`src/design/u8d_pkg.sv`:
```
// Shared types and codes for the UTF-8 stream decoder.
package u8d_pkg;

	localparam logic [1:0] KIND_CP   = 2'd0;
	localparam logic [1:0] KIND_CTRL = 2'd1;
	localparam logic [1:0] KIND_BAD  = 2'd2;

	typedef struct packed {
		logic        in_seq;
		logic [2:0]  need;
		logic [47:0] coll;
		logic [2:0]  cnt;
	} dec_state_t;

	typedef struct packed {
		logic [1:0]  kind;
		logic [30:0] code_point;
		logic [47:0] raw_bytes;
		logic [2:0]  raw_count;
	} result_t;

	localparam dec_state_t IDLE_STATE = '0;

endpackage

```
`src/design/u8d_in_if.sv`:
```
// Input channel carrying one stream byte or an end-of-stream mark per word.
interface u8d_in_if;
	logic       valid;
	logic       ready;
	logic [7:0] in_byte;
	logic       end_flag;

	modport source (output valid, output in_byte, output end_flag, input ready);
	modport sink (input valid, input in_byte, input end_flag, output ready);
endinterface

```
`src/design/u8d_out_if.sv`:
```
// Output channel carrying one decoded, control or invalid result per word.
interface u8d_out_if;
	logic        valid;
	logic        ready;
	logic [1:0]  kind;
	logic [30:0] code_point;
	logic [47:0] raw_bytes;
	logic [2:0]  raw_count;

	modport source (output valid, output kind, output code_point, output raw_bytes,
		output raw_count, input ready);
	modport sink (input valid, input kind, input code_point, input raw_bytes,
		input raw_count, output ready);
endinterface

```
`src/design/utf8_stream_decoder.sv`:
```
// Top level of the UTF-8 stream decoder: input register, sequence state and result register.
// A result passes through the input register and then the result register before it is offered.
// Throughput: one byte per cycle while the output side takes every word.
// Bytes that complete nothing, or end marks while idle, give no output word.
// Reset clears the input and result valid flags and returns the decoder to idle.
module utf8_stream_decoder (
	input logic       clk,
	input logic       arst_n,
	u8d_in_if.sink    in_ch,
	u8d_out_if.source out_ch
);
	import u8d_pkg::*;

	logic       valid_s1;
	logic [7:0] byte_s1;
	logic       end_s1;
	logic       advance;
	dec_state_t dec_state_q;
	dec_state_t dec_state_nxt;
	logic       emit;
	result_t    res;

	assign advance     = valid_s1 && (!out_ch.valid || out_ch.ready);
	assign in_ch.ready = !valid_s1 || advance;

	always_ff @(posedge clk or negedge arst_n) begin
		if (!arst_n) begin
			valid_s1 <= 1'b0;
		end else if (in_ch.ready) begin
			valid_s1 <= in_ch.valid;
		end
	end

	always_ff @(posedge clk) begin
		if (in_ch.valid && in_ch.ready) begin
			byte_s1 <= in_ch.in_byte;
			end_s1  <= in_ch.end_flag;
		end
	end

	always_ff @(posedge clk or negedge arst_n) begin
		if (!arst_n) begin
			dec_state_q <= IDLE_STATE;
		end else if (advance) begin
			dec_state_q <= dec_state_nxt;
		end
	end

	u8d_decode u_decode (
		.cur      (dec_state_q),
		.in_byte  (byte_s1),
		.end_flag (end_s1),
		.nxt      (dec_state_nxt),
		.emit     (emit),
		.res      (res)
	);

	u8d_out_reg u_out_reg (
		.clk    (clk),
		.arst_n (arst_n),
		.load   (advance),
		.emit   (emit),
		.res    (res),
		.out_ch (out_ch)
	);

	a_seq_bounds : assert property (@(posedge clk) disable iff (!arst_n)
		dec_state_q.in_seq |-> (dec_state_q.cnt != 3'd0 && dec_state_q.need != 3'd0 &&
		({1'b0, dec_state_q.cnt} + {1'b0, dec_state_q.need}) <= 4'd6))
		else $error("Open sequence has an impossible byte count.");

	a_idle_clean : assert property (@(posedge clk) disable iff (!arst_n)
		!dec_state_q.in_seq |-> (dec_state_q.cnt == 3'd0 && dec_state_q.need == 3'd0 &&
		dec_state_q.coll == 48'd0))
		else $error("Idle decoder holds leftover sequence bytes.");

	a_end_idles : assert property (@(posedge clk) disable iff (!arst_n)
		advance && end_s1 |=> !dec_state_q.in_seq)
		else $error("End of stream did not return the decoder to idle.");

	a_cp_no_raw : assert property (@(posedge clk) disable iff (!arst_n)
		out_ch.valid && out_ch.kind == KIND_CP |->
		(out_ch.raw_count == 3'd0 && out_ch.raw_bytes == 48'd0))
		else $error("Code point word carries raw bytes.");

	a_raw_nonempty : assert property (@(posedge clk) disable iff (!arst_n)
		out_ch.valid && (out_ch.kind == KIND_CTRL || out_ch.kind == KIND_BAD) |->
		(out_ch.raw_count != 3'd0 && out_ch.code_point == 31'd0))
		else $error("Raw word has no bytes or a code point.");
endmodule

```
`src/design/u8d_decode.sv`:
```
// Combinational decode of one byte against the current sequence state.
module u8d_decode (
	input  u8d_pkg::dec_state_t cur,
	input  logic [7:0]          in_byte,
	input  logic                end_flag,
	output u8d_pkg::dec_state_t nxt,
	output logic                emit,
	output u8d_pkg::result_t    res
);
	import u8d_pkg::*;

	logic [47:0] merged;
	logic [2:0]  cnt_n;
	logic [30:0] cp;
	logic [30:0] lo;
	logic        bad;

	assign merged = cur.coll | ({40'd0, in_byte} << {cur.cnt, 3'b000});
	assign cnt_n  = cur.cnt + 3'd1;

	always_comb begin
		unique case (cnt_n)
			3'd2: begin
				cp = {20'd0, merged[4:0], merged[13:8]};
				lo = 31'h80;
			end
			3'd3: begin
				cp = {15'd0, merged[3:0], merged[13:8], merged[21:16]};
				lo = 31'h800;
			end
			3'd4: begin
				cp = {10'd0, merged[2:0], merged[13:8], merged[21:16], merged[29:24]};
				lo = 31'h10000;
			end
			3'd5: begin
				cp = {5'd0, merged[1:0], merged[13:8], merged[21:16], merged[29:24],
					merged[37:32]};
				lo = 31'h200000;
			end
			default: begin
				cp = {merged[0], merged[13:8], merged[21:16], merged[29:24],
					merged[37:32], merged[45:40]};
				lo = 31'h4000000;
			end
		endcase
	end

	assign bad = (cp < lo) || (cp >= 31'hD800 && cp <= 31'hDFFF);

	always_comb begin
		nxt  = cur;
		emit = 1'b0;
		res  = '0;
		if (end_flag) begin
			if (cur.in_seq) begin
				emit          = 1'b1;
				res.kind      = KIND_BAD;
				res.raw_bytes = cur.coll;
				res.raw_count = cur.cnt;
				nxt           = IDLE_STATE;
			end
		end else if (!cur.in_seq) begin
			priority if (in_byte >= 8'h20 && in_byte <= 8'h7E) begin
				emit           = 1'b1;
				res.kind       = KIND_CP;
				res.code_point = {23'd0, in_byte};
			end else if (in_byte < 8'h20 || in_byte == 8'h7F) begin
				emit          = 1'b1;
				res.kind      = KIND_CTRL;
				res.raw_bytes = {40'd0, in_byte};
				res.raw_count = 3'd1;
			end else if (in_byte < 8'hC0 || in_byte >= 8'hFE) begin
				emit          = 1'b1;
				res.kind      = KIND_BAD;
				res.raw_bytes = {40'd0, in_byte};
				res.raw_count = 3'd1;
			end else begin
				nxt.in_seq = 1'b1;
				nxt.coll   = {40'd0, in_byte};
				nxt.cnt    = 3'd1;
				priority if (in_byte < 8'hE0) begin
					nxt.need = 3'd1;
				end else if (in_byte < 8'hF0) begin
					nxt.need = 3'd2;
				end else if (in_byte < 8'hF8) begin
					nxt.need = 3'd3;
				end else if (in_byte < 8'hFC) begin
					nxt.need = 3'd4;
				end else begin
					nxt.need = 3'd5;
				end
			end
		end else if (in_byte[7:6] != 2'b10) begin
			emit          = 1'b1;
			res.kind      = KIND_BAD;
			res.raw_bytes = merged;
			res.raw_count = cnt_n;
			nxt           = IDLE_STATE;
		end else if (cur.need > 3'd1) begin
			nxt.need = cur.need - 3'd1;
			nxt.coll = merged;
			nxt.cnt  = cnt_n;
		end else begin
			nxt = IDLE_STATE;
			if (bad) begin
				emit          = 1'b1;
				res.kind      = KIND_BAD;
				res.raw_bytes = merged;
				res.raw_count = cnt_n;
			end else if (cp != 31'hFEFF) begin
				emit           = 1'b1;
				res.kind       = KIND_CP;
				res.code_point = cp;
			end
		end
	end
endmodule

```
`src/design/u8d_out_reg.sv`:
```
// Result register that holds one word for the output channel.
module u8d_out_reg (
	input  logic             clk,
	input  logic             arst_n,
	input  logic             load,
	input  logic             emit,
	input  u8d_pkg::result_t res,
	u8d_out_if.source        out_ch
);
	import u8d_pkg::*;

	logic    valid_s2;
	result_t res_s2;

	always_ff @(posedge clk or negedge arst_n) begin
		if (!arst_n) begin
			valid_s2 <= 1'b0;
		end else if (load) begin
			valid_s2 <= emit;
		end else if (out_ch.ready) begin
			valid_s2 <= 1'b0;
		end
	end

	always_ff @(posedge clk) begin
		if (load && emit) begin
			res_s2 <= res;
		end
	end

	assign out_ch.valid      = valid_s2;
	assign out_ch.kind       = res_s2.kind;
	assign out_ch.code_point = res_s2.code_point;
	assign out_ch.raw_bytes  = res_s2.raw_bytes;
	assign out_ch.raw_count  = res_s2.raw_count;
endmodule
```
`src/flat_wrapper.sv`:
```
// flat-port wrapper written by rule: the top's interface ports become plain ports
module utf8_stream_decoder_flat import u8d_pkg::*;
  (clk, arst_n, in_ch_valid, in_ch_in_byte, in_ch_end_flag, in_ch_ready, out_ch_valid, out_ch_kind, out_ch_code_point, out_ch_raw_bytes, out_ch_raw_count, out_ch_ready);
  u8d_in_if in_ch_i ();
  u8d_out_if out_ch_i ();
  input logic clk;
  input logic arst_n;
  input wire logic [$bits(in_ch_i.valid)-1:0] in_ch_valid;
  input wire logic [$bits(in_ch_i.in_byte)-1:0] in_ch_in_byte;
  input wire logic [$bits(in_ch_i.end_flag)-1:0] in_ch_end_flag;
  output wire logic [$bits(in_ch_i.ready)-1:0] in_ch_ready;
  output wire logic [$bits(out_ch_i.valid)-1:0] out_ch_valid;
  output wire logic [$bits(out_ch_i.kind)-1:0] out_ch_kind;
  output wire logic [$bits(out_ch_i.code_point)-1:0] out_ch_code_point;
  output wire logic [$bits(out_ch_i.raw_bytes)-1:0] out_ch_raw_bytes;
  output wire logic [$bits(out_ch_i.raw_count)-1:0] out_ch_raw_count;
  input wire logic [$bits(out_ch_i.ready)-1:0] out_ch_ready;
  assign in_ch_i.valid = in_ch_valid;
  assign in_ch_i.in_byte = in_ch_in_byte;
  assign in_ch_i.end_flag = in_ch_end_flag;
  assign in_ch_ready = in_ch_i.ready;
  assign out_ch_valid = out_ch_i.valid;
  assign out_ch_kind = out_ch_i.kind;
  assign out_ch_code_point = out_ch_i.code_point;
  assign out_ch_raw_bytes = out_ch_i.raw_bytes;
  assign out_ch_raw_count = out_ch_i.raw_count;
  assign out_ch_i.ready = out_ch_ready;
  utf8_stream_decoder u_core (.clk(clk), .arst_n(arst_n), .in_ch(in_ch_i), .out_ch(out_ch_i));
endmodule
```
`config.mk`:
```
export PLATFORM = sky130hd
export DESIGN_NAME = utf8_stream_decoder_flat
export DESIGN_NICKNAME = d
export VERILOG_FILES = /design/src/design/u8d_pkg.sv /design/src/design/u8d_in_if.sv /design/src/design/u8d_out_if.sv /design/src/design/utf8_stream_decoder.sv /design/src/design/u8d_decode.sv /design/src/design/u8d_out_reg.sv /design/src/flat_wrapper.sv
export SDC_FILE = /design/constraint.sdc
export NUM_CORES = 1
export LEC_CHECK = 0
export ABC_AREA = 1
export ABC_CLOCK_PERIOD_IN_PS = 5400
export BUFFER_PORTS_ARGS = -buffer_cell sky130_fd_sc_hd__buf_2
export CORE_MARGIN = 2
export CORE_UTILIZATION = 45
export CTS_CLUSTER_DIAMETER = 100
export DETAILED_ROUTE_END_ITERATION = 6
export PLACE_DENSITY_LB_ADDON = 0.12
export SETUP_SLACK_MARGIN = 0.2
export SLEW_MARGIN = 20
export SYNTH_ARGS = -nofsm -noshare
export SYNTH_HDL_FRONTEND = slang
export SYNTH_SLANG_ARGS = --single-unit
```
`constraint.sdc`:
```
create_clock -name clk -period 5.4 [get_ports clk]
set_clock_uncertainty 0.05 [all_clocks]
set_input_delay 0.27 -clock clk [delete_from_list [all_inputs] [get_ports clk]]
set_output_delay 0.27 -clock clk [all_outputs]
set_load 0.02 [all_outputs]
```
==> results_dict.tcl <==
set metrics [dict create \
    status "finished with violations" \
    violations "DRC" \
    switching_power_uw 1547 \
    finalSetupViolations 0 \
    cts-root-buf "clkbuf_16" \
    ff2ff_setup_slack_ns 0.90 \
    synth_top_area_share 0.3352 \
    cts.repair.resized 0 \
    power_density_mw_per_mm2 405.3 \
    combPwrFrac 0.342 \
    met3_length_um 1871 \
    worstHoldEndpoint "u_core.valid_s1" \
    synth.area.top_cells "edfxtp_1 34%, dfrtp_1 17%, nand2_1 12%" \
    fin_ws_ns 0.8994 \
    path_common_cell "nand2_1" \
    n_fill_cell 1688 \
    crit_type "reg -> reg" \
    synth_top_cells_by_count "269 x nand2_1, 97 x o21ai_0, 93 x edfxtp_1, 92 x inv_1, 71 x nor2_1" \
    grt_pass1_wl_um 37520 \
    cts_setup_buffers 0 \
    syn_area_per_cell_um2 8.424 \
    gp_congestion 0.9272 \
    track_usage 0.2471 \
    io_pins 99 \
    wl_per_cell_um 18.21 \
    min_from "out_ch_ready" \
    p_seq_frac 0.371 \
    p_leak_uw 0.003942 \
    ys.flop_type "edfxtp_1" \
    crit_chain "inv_2 -> nand2_1 -> nand2_1 -> o21ai_1 -> nand2_4 -> inv_4 -> nand2_1 -> and3_1 -> inv_1 -> ha_1 -> inv_1 -> nor2_1 -> nor2_1 -> nor2_1 -> nor2_1 -> nand2_2 -> nand2_2 -> nand2_1 -> nand2_1 -> nand2_1 -> nand2_1 -> nand2_1 -> clkinv_2 -> buf_4" \
    vias 7435 \
    cts_tree "built" \
    dr.max_layer_used "met4" \
    period_needed_ns 4.501 \
    cts.path.max_buffers 2 \
    max_freq_mhz 222.2 \
    clock_latency_ns 0.43 \
    chipHeight_um 140.1 \
    dr.pass1.iters 7 \
    swShare 0.3988 \
    syn-cell-area_mm2 0.008332 \
    grt_max_degree 98 \
    die_width_um 140.1 \
    drt-vias-per-instance 5.654 \
    numClockSinks 150 \
    drive_gt1_frac 0.1713 \
    peakVddDrop_uv 242.2 \
    startpoint_type "flip-flop" \
    worstPathRequired_ns 5.42 \
    setup-tns-final_ns 0 \
    grt_pass1_vias 6640 \
    port_buffers 98 \
    reg2reg_from "u_core.dec_state_q[2]" \
    final_antenna_net_count 0 \
    power_uw 3879 \
    cts_made_buffers 17 \
    overflow 0 \
    post-route-period-util 0.8334 \
    path_clk_slew_ns 0.06 \
    synth_most_common_cell "nand2_1" \
    dp_hpwl_um 16400 \
    cp_slowest_stage_delay_ns 0.84 \
    whs_path_depth 4 \
    worstMarginPinSlew_ns 1.020 \
    synth_cell_type_count 45 \
    area_growth_pct 14.85 \
    synthArstFlopShare 0.3800 \
    synth_edf_count 93 \
    nNetsFinal 1096 \
    htree_levels 4 \
    rsz0062_at_grt "no" \
    pre_cts_ws_ns 1.013 \
    n_antenna_cell 0 \
    wl_met1_um 11140 \
    clkPwrFrac 0.287 \
    final_max_slew_viol_count 0 \
    rows 49 \
    holdCritPathClass "in -> reg" \
    arrival_ns 4.52 \
    core_mm2 0.01809 \
    antenna_found_initial 0 \
    drt_iter0_drc 817 \
    intPower_uw 2332 \
    worst-path-max-fanout 43 \
    drc_errors 8 \
    syn_inst 989 \
    cap_violations 0 \
    wl_met2_um 10320 \
    ys_ff_latch 150 \
    ys_seq_area_frac 0.5064 \
    ff2ff_path_depth 24 \
    critPathCaptureType "flip-flop" \
    start_util 0.4607 \
    routed_wirelength_um 23950 \
    syn_nets 1012 \
    ys_warn_count 0 \
    die-area_mm2 0.01962 \
    yosys.area.top_type "edfxtp_1" \
    fin_util 0.5291 \
    cp_slowest_cell "dfrtp_1" \
    slew_headroom 0.3199 \
    timing.rr.end "u_core.u_out_reg.out_ch.raw_bytes[21]" \
    hold_viol 0 \
]
==> per-stage QoR <==
stage | cells | instance area [um2] | hold WS, ns
final | 1315 | 9569 | 0.1019
after global routing | 1315 | 9569 | 0.1179
after CTS | 1315 | 9569 | 0.09698
after detailed placement | 1272 | 8915 | 0.3981
after global placement | 1272 | 8915 | 0.3964
after floorplan | 989 | 8332 | -0.07559
==> layout by cell type (no fill, tap or decap), types with 3 or more instances in the layout <==
cell type and instances:
nor3_1 21, clkbuf_1 4, nand2_4 4, o31ai_1 3
nand2_2 4, and3_1 3, o22ai_1 34, edfxtp_1 93
a31oi_1 4, clkbuf_16 17, inv_1 91, buf_4 15
o22ai_2 10, nand3_1 44, ha_1 10, clkinvlp_4 5
nor3b_2 3, nand2_1 269, inv_2 7, dfrtp_1 57
nor3_2 3, o21ai_0 97, nor4_1 3, buf_2 98
nor2_1 70, clkinv_2 3, a21oi_1 15, nand4_1 43
dlygate4sd3_1 11, o21ai_1 19
==> sequential cells by signal, summed over array words and instances, names as in the netlist <==
name / flops
u_core.u_out_reg.out_ch.valid: 1
u_core.dec_state_q: 55
u_core.u_out_reg.out_ch.raw_bytes: 48
u_core.valid_s1: 1
u_core.u_out_reg.out_ch.raw_count: 3
u_core.end_s1: 1
u_core.u_out_reg.out_ch.kind: 2
u_core.u_out_reg.out_ch.code_point: 31
u_core.byte_s1: 8
==> per-layer routing <==
| layer | vias up | track usage |
|---|---|---|
| met5 | - | 0 |
| li1 | 3542 | - |
| met2 | 337 | 0.3593 |
| met1 | 3510 | 0.3676 |
| met4 | 0 | 0.07974 |
| met3 | 46 | 0.05573 |
==> repair_timing <==
action                                  4_1_cts  5_1_grt
hold buffers                                 11        0
endpoints found under the setup margin        0        0
endpoints found under the hold margin        46        0
==> power by group through the flow <==
stage / clock (uW) / combinational, uW / sequential (uW)
after global routing: 1180 / 1450 / 1450
after floorplan: 0 / 876 / 1520
after global placement: 0 / 1300 / 1460
after CTS: 1120 / 1310 / 1440
after detailed placement: 0 / 1290 / 1460
final: 1110 / 1330 / 1440
==> worst max path at each step <==
stage,startpoint,end,cells past startpoint,slack [ns]
after floorplan,u_core.dec_state_q[1],u_core.u_out_reg.out_ch.code_point[0],24,0.60
after global placement,u_core.dec_state_q[2],u_core.u_out_reg.out_ch.raw_bytes[29],24,1.14
after detailed placement,u_core.dec_state_q[2],u_core.u_out_reg.out_ch.raw_bytes[30],24,1.01
after CTS,u_core.dec_state_q[2],u_core.u_out_reg.out_ch.raw_bytes[19],24,0.99
after global routing,u_core.dec_state_q[2],u_core.u_out_reg.out_ch.raw_bytes[17],24,0.50
final,u_core.dec_state_q[2],u_core.u_out_reg.out_ch.raw_bytes[21],24,0.90
==> worst max-delay path: cells and delay by family, from the launching register on <==
family / cells / cell delay [ns]
compound gates: 1 / 0.18
simple gates: 16 / 1.62
fa+ha+maj: 1 / 0.24
buf+inv: 6 / 1.19
flops: 1 / 0.84
==> cell type report <==
| cell class | instances | area, um2 | share of cell area |
|---|---|---|---|
| Timing Repair Buffer | 124 | 713.2 | 0.07453 |
| Multi-Input combinational cell | 680 | 3427 | 0.3581 |
| Sequential cell | 150 | 4219 | 0.4409 |
| Clock buffer | 21 | 440.4 | 0.04603 |
| Tap cell | 229 | 286.5 | 0.02994 |
| Clock inverter | 11 | 103.9 | 0.01085 |
| Inverter | 100 | 379.1 | 0.03962 |
==> cell families (layout without fill, tap and decap cells) <==
group	after synthesis	after routing	share of synthesized area
simple gates	479	479	0.2606
compound gates	190	190	0.1332
buf+inv	159	256	0.08380
flops	150	150	0.5064
fa+ha+maj	10	10	0.01502
xor+xnor	1	1	0.001051
(Power assumes the default switching activity.)
